`config.mk`:
```
export PLATFORM = sky130hd
export DESIGN_NAME = kptm_ctrl
export DESIGN_NICKNAME = d
export VERILOG_FILES = /design/src/hw/rtl/kptm_pkg.sv /design/src/hw/rtl/kptm_ctrl.sv
export SDC_FILE = /design/constraint.sdc
export NUM_CORES = 1
export LEC_CHECK = 0
export BUFFER_PORTS_ARGS = -buffer_cell sky130_fd_sc_hd__buf_4
export CAP_MARGIN = 20
export CORE_AREA = 2 2 39 41
export DETAILED_ROUTE_END_ITERATION = 7
export DIE_AREA = 0 0 41 43
export PLACE_DENSITY = 0.75
export SETUP_SLACK_MARGIN = 0.05
export SYNTH_ARGS = -nofsm -noshare
export SYNTH_HDL_FRONTEND = slang
export SYNTH_SLANG_ARGS = --single-unit
```
`constraint.sdc`:
```
create_clock -name clk -period 2.2 [get_ports clk]
set_input_delay 0.44 -clock clk [delete_from_list [all_inputs] [get_ports clk]]
set_output_delay 0.44 -clock clk [all_outputs]
set_load 0.02 [all_outputs]
```
`src/hw/rtl/kptm_pkg.sv`:
```
`timescale 1ns / 1ps
// ----------------------------------------------------------------------------
// kptm_pkg
// shared types, constants and helpers of the keyword prefix trie matcher
// ----------------------------------------------------------------------------
package kptm_pkg;

	localparam int TABLE_DEPTH    = 1024;
	localparam int IDX_W          = $clog2(TABLE_DEPTH);
	localparam int MAX_WALK_STEPS = 256;
	localparam int STEP_W         = $clog2(MAX_WALK_STEPS + 1);

	// table entry flag positions
	localparam int SIB_BIT = 7;
	localparam int MIN_BIT = 8;
	localparam int NEG_BIT = 15;

	localparam logic [7:0] CHAR_LOWER_A = 8'h61;
	localparam logic [7:0] CHAR_LOWER_Z = 8'h7a;
	localparam logic [7:0] CHAR_UPPER_A = 8'h41;
	localparam logic [7:0] CHAR_UPPER_Z = 8'h5a;
	localparam logic [7:0] CASE_OFFSET  = 8'h20;

	// feed modes
	localparam logic MODE_WRITE = 1'b0;
	localparam logic MODE_CHAR  = 1'b1;

	typedef struct packed {
		logic               mode;
		logic [9:0]         table_addr;
		logic signed [15:0] table_word;
		logic [7:0]         character;
		logic               word_start;
	} feed_t;

	typedef struct packed {
		logic        found;
		logic [15:0] keyword_id;
	} result_t;

	// controller to datapath
	typedef struct packed {
		logic wr;
		logic load_char;
		logic set_start;
		logic clr_steps;
		logic rd_entry;
		logic rd_next;
		logic ld_next;
		logic step_sib;
		logic res_set;
		logic res_hit;
		logic emit;
	} dp_cmd_t;

	// datapath to controller
	typedef struct packed {
		logic feed_letter;
		logic letter;
		logic neg;
		logic char_match;
		logic sib;
		logic minimal;
		logic cap;
		logic out_free;
	} dp_stat_t;

	function automatic logic [7:0] fold_char(input logic [7:0] c);
		logic [7:0] r;
		r = c;
		if (c inside {[CHAR_UPPER_A:CHAR_UPPER_Z]}) begin
			r = c + CASE_OFFSET;
		end
		return r;
	endfunction

	function automatic logic is_letter(input logic [7:0] c);
		return (c >= CHAR_LOWER_A) && (c <= CHAR_LOWER_Z);
	endfunction

endpackage

```
`src/hw/rtl/kptm_ctrl.sv`:
```
`timescale 1ns / 1ps
// ----------------------------------------------------------------------------
// kptm_ctrl
// controller: table writes, per-character table reads and the result hand-off
// ----------------------------------------------------------------------------
module kptm_ctrl import kptm_pkg::*; (
	input  logic     clk,
	input  logic     arst_n,
	input  logic     feed_valid,
	input  logic     feed_mode,
	input  logic     feed_word_start,
	input  dp_stat_t stat,
	output dp_cmd_t  cmd,
	output logic     feed_stall
);

	typedef enum logic [2:0] {
		ST_IDLE,
		ST_RD_ENTRY,
		ST_EVAL,
		ST_RD_NEXT,
		ST_LD_NEXT,
		ST_EMIT
	} state_t;

	state_t state_q, state_d;
	logic   walk_q, walk_d;      // a word is being walked
	logic   cons_q, cons_d;      // character consumed once next index loads

	always_comb begin
		state_d = state_q;
		walk_d  = walk_q;
		cons_d  = cons_q;
		cmd     = '0;
		case (state_q)
			ST_IDLE: begin
				if (feed_valid) begin
					if (feed_mode == MODE_WRITE) begin
						cmd.wr = 1'b1;
					end else if (feed_word_start) begin
						cmd.clr_steps = 1'b1;
						if (stat.feed_letter) begin
							cmd.load_char = 1'b1;
							cmd.set_start = 1'b1;
							walk_d        = 1'b1;
							state_d       = ST_RD_ENTRY;
						end else begin
							cmd.res_set = 1'b1;
							state_d     = ST_EMIT;
						end
					end else if (walk_q) begin
						cmd.clr_steps = 1'b1;
						cmd.load_char = 1'b1;
						state_d       = ST_RD_ENTRY;
					end
				end
			end
			ST_RD_ENTRY: begin
				if (stat.cap) begin
					cmd.res_set = 1'b1;
					state_d     = ST_EMIT;
				end else begin
					cmd.rd_entry = 1'b1;
					state_d      = ST_EVAL;
				end
			end
			ST_EVAL: begin
				if (stat.neg) begin
					cmd.res_set = 1'b1;
					cmd.res_hit = !stat.letter;
					state_d     = ST_EMIT;
				end else if (stat.char_match) begin
					cons_d  = 1'b1;
					state_d = ST_RD_NEXT;
				end else if (stat.sib) begin
					cmd.step_sib = 1'b1;
					state_d      = ST_RD_ENTRY;
				end else if (stat.minimal && !stat.letter) begin
					cons_d  = 1'b0;
					state_d = ST_RD_NEXT;
				end else begin
					cmd.res_set = 1'b1;
					state_d     = ST_EMIT;
				end
			end
			ST_RD_NEXT: begin
				cmd.rd_next = 1'b1;
				state_d     = ST_LD_NEXT;
			end
			ST_LD_NEXT: begin
				cmd.ld_next = 1'b1;
				state_d     = cons_q ? ST_IDLE : ST_RD_ENTRY;
			end
			ST_EMIT: begin
				if (stat.out_free) begin
					cmd.emit = 1'b1;
					walk_d   = 1'b0;
					state_d  = ST_IDLE;
				end
			end
			default: begin
				state_d = ST_IDLE;
			end
		endcase
	end

	always_ff @(posedge clk or negedge arst_n) begin
		if (!arst_n) begin
			state_q <= ST_IDLE;
			walk_q  <= 1'b0;
			cons_q  <= 1'b0;
		end else begin
			state_q <= state_d;
			walk_q  <= walk_d;
			cons_q  <= cons_d;
		end
	end

	assign feed_stall = (state_q != ST_IDLE);

endmodule

```
## Word level (Yosys, flattened, before mapping)

Cells that the tools add are included.

| word-level totals | value |
|---|---|
| flip-flop bits (word level) | 5 |
| input port bits | 13 |
| output and inout bits | 12 |
| word-level logic and storage cells | 77 |

| operators by class | value |
|---|---|
| equality and inequality tests | 12 |
| mux-type cells | 52 |
| bitwise operators | 1 |
| reduce and logical (&&, ||, !) cells | 9 |

Operators with widths:

| kind | number |
|---|---|
| 3-bit 2-to-1 mux | 12 |
| 1-bit 2-to-1 mux | 33 |
| 3-bit one-hot mux with 6 select lines | 1 |
| 2-bit inequality test (second input constant) | 5 |
| 4-bit 2-to-1 mux | 2 |
| 4-bit AND reduction | 2 |
| 3-bit by 2-bit equality test with 1-bit output (second input constant) | 2 |
| 3-bit equality test (second input constant) | 2 |
| 6-bit AND reduction | 1 |
| 2-bit 2-to-1 mux | 2 |
| 2-bit nonzero test | 2 |
| 3-bit by 1-bit equality test with 1-bit output (second input constant) | 1 |
| 3-bit zero test | 1 |
| 3-bit inequality test (second input constant) | 1 |
| 1-bit one-hot mux with 3 select lines | 1 |
| 3-bit nonzero test | 1 |
| 2-bit by 1-bit inequality test with 1-bit output (second input constant) | 1 |
| 1-bit one-hot mux with 2 select lines | 1 |
| 1-bit logical AND | 1 |
| 1-bit zero test | 1 |
| 1-bit NOT | 1 |

## Logic depth before layout (Yosys ltp)

| depth | value |
|---|---|
| word-level depth | 7 |
| gate-level depth with buffers | 6 |

## Worst setup path before layout

No wires, ideal clock.

| timing path | value |
|---|---|
| kind | flip-flop to output port |
| start point | reg state_q[1] |
| end point | out cmd[3] in the netlist's numbering |
| arrival | 1596 ps |
| data required time | 1760 ps |
| path slack | 164 ps |
| cell stages (with the launch flop) | 4 |
| cell sequence | dfrtp_1 -> buf_6 -> or3b_4 -> nor4b_1 |

RTL lines:

| what | RTL line | RTL |
|---|---|---|
| start: declaration | kptm_ctrl.sv:26 | `state_t state_q, state_d;` |
| start signal: assignment | kptm_ctrl.sv:113 | `state_q <= state_d;` |
| end: declaration | kptm_ctrl.sv:13 | `output dp_cmd_t cmd,` |

==> impl_metrics.yaml <==
synthesis:
  yosysMostFrequentCell: "nor2_1"
  synth_cells: 56
  synth-seq-area-share_pct: 27.2
  synth_nets: 69
  yosys.area_share.simple_pct: 41.4
  syn_area_per_cell_um2: 8.20
  synth.top_cell.area_share_pct: 27.2
  async_flop_share_pct: 100
  synthAdderAreaFrac_pct: 0
  synth_area_leader_cell: "dfrtp_1"
  synth_top_family_by_area: "simple AND/OR/NAND/NOR gates"
  synth_ff_type: "dfrtp_1"
  syn_area_um2: 459
  synth-xor-area-share_pct: 0
  synth-edff-count: 0
  synth-seq-cells: 5
  yosysUniqueCellTypes: 27
  yosys_warnings: 0
  yosys-mux-area-fraction_pct: 0
  synthTopCellsByArea: "dfrtp_1 27%, nor2_1 8.2%, nand2b_1 5.4%"
  ys_top_cells_by_count: "10 x nor2_1, 6 x nand2_1, 5 x dfrtp_1"
  synth_compound_area_share_pct: 24.5
detailed_routing:
  drtPass1Iterations: 3
  drt-initial-drc-count: 10
  ant_nets: 0
  vias_per_cell: 5.07
  routedWlPerCell_um: 11.3
  drcViolationCount: 0
  routed_wl_um: 1120
  vias: 502
cts:
  cts-buffers-inserted: 3
  root_buffer: "clkbuf_4"
  cts_tree: "built"
  clk_pin_slew_ps: 50
  clock-sinks: 5
  clockBufferDepth: 2
  ctsHtreeMaxLevel: 1
  clk_latency_ps: 240
timing:
  final-hold-violation-count: 0
  tns_ps: 0
  fin_crit_sh_pct: 92.1
  skew_ps: 1.60
  tightest_slew_ps: 428
  fmax_ghz: 0.494
  slew_violations: 0
  setup_viol: 0
  fin_crit_ps: 2030
  rsz0062_at_grt: "false"
  max_slew_margin_pct: 71.3
critical_path:
  crit_fanout: 12
  critical-path-max-stage-delay_ps: 470
  start_kind: "flip-flop"
  critPathSlowestCell: "dfrtp_2"
  critPathKind: "reg2out"
  reg2reg_slack_ps: 830
  cp.arrival_ps: 1590
  worstPathRequired_ps: 1760
  endpoint_kind: "output port"
  crit_family: "simple AND/OR/NAND/NOR gates"
  cp_cell_sequence: "or3b_4 > nor4b_2 > buf_4"
  crit_buf_inv: 1
cells_and_area:
  antennaDiodeCount: 0
  fin_nets: 97
  multi_input_area_um2: 309
  regArea_um2: 128
  drive_gt1_share_pct: 44.6
  syn2layout_area_growth_pct: 49.0
  nFillCells: 143
power_and_ir_drop:
  powerDensity_nw_per_um2: 1020
  power.leakage_nw: 0.322
  ir_worst_vdd_mv: 0.542
  combPwrFrac_pct: 56.8
  p_sw_share_pct: 44.5
  power_mw: 0.699
  pwr-share-clk_pct: 15.4
  p_switching_mw: 0.311
  power_frac_seq_pct: 27.8
  intPower_mw: 0.388
placed_design:
  place_hpwl_um: 939
  gp_congestion: 0.772
  io_buffers: 24
global_routing:
  grt_usage_pct: 14.1
  grt_pass1_wl_um: 1700
  grt_max_degree: 13
  overflow: 0
  antenna_found_initial: 0
  grt_pass1_vias: 456
floorplanning:
  die_y_um: 43
  core_um2: 1380
  num_rows: 14
  die-area_um2: 1760
  die_w_um: 41
  initial_core_util_pct: 33.2
  ios: 25
worst_hold_path:
  min_path_type: "in2reg"
run_status:
  outcome: "complete, no violations"
run:
  cap_violations: 0
==> layout make-up <==
type                       instances  share of cell area (%)
clock buffer                       4                    3.84
inverter                           1                   0.548
multi-input combinational         47                    45.2
timing repair buffer              26                    28.9
sequential                         5                    18.6
tap                               16                    2.93
==> power groups by stage <==
stage / sequential, mW / combinational [mW] / clock [mW]
global placement: 0.191 / 0.393 / 0
floorplan: 0.152 / 0.330 / 0
CTS: 0.193 / 0.399 / 0.113
detailed placement: 0.193 / 0.396 / 0
global route: 0.204 / 0.431 / 0.117
finish: 0.194 / 0.397 / 0.108
==> sequential cells by signal, indices dropped and copies added, names as in the netlist <==
signal	cells
walk_q	1
state_q	3
cons_q	1
==> routing by layer <==
metal | up-vias | GRT usage (%) | part of all wire (%)
met1 | 221 | 15.4 | 42
met5 | - | 0 | 0
met3 | 0 | 6.28 | 9.4
met4 | 0 | 4.00 | 0
li1 | 257 | - | -
met2 | 24 | 23.4 | 48
==> stage by stage <==
stage                     cells  util (%)  worst slack, ps  hold slack (ps)  instance area (µm²)
after floorplan              56         -              164              144                  459
after global placement       94      46.2              367              243                  639
final                        99      49.5              174              462                  684
after detailed placement     94      46.2              314              245                  639
after global routing         99      49.5              104              459                  684
after CTS                    99      48.9             70.2              450                  677
==> final timing paths <==
kind	start	endpoint	depth (start not counted)
worst max-delay path	state_q[0]$_DFFE_PN0P_	cmd[3]	3
worst min-delay path	stat[4]	cons_q$_DFFE_PN0P_	2
worst max register to register	state_q[0]$_DFFE_PN0P_	cons_q$_DFFE_PN0P_	4
worst min register to register	walk_q$_DFFE_PN0P_	walk_q$_DFFE_PN0P_	2
max in group asynchronous	arst_n	state_q[1]$_DFFE_PN0P_	2
min in group asynchronous	arst_n	walk_q$_DFFE_PN0P_	2
==> timing repair <==
item,4_1_cts,5_1_grt
setup endpoints to repair,1,1
hold buffers,1,0
endpoints found under the hold margin,5,0
pin swaps,0,0
resized for setup,1,2
buffers inserted,0,0
==> kinds of logic (layout without fill, tap and decap cells) <==
kind of cell / Yosys count / after routing
flip-flops: 5 / 5
buffers and inverters: 4 / 31
AND/OR/NAND/NOR: 32 / 32
AO/OA/AOI/OAI: 15 / 15
==> cell usage in the layout, fill, tap and decap left out, drive strengths merged, types with 2 or more instances in the layout <==
master,n
buf,25
nor2,11
nand2,6
dfrtp,5
nand2b,4
clkbuf,4
nor3,4
a21oi,3
nor3b,3
o211ai,2
a21o,2
or3b,2
o21ai,2
No activity file was read; power rests on OpenSTA's default activity.
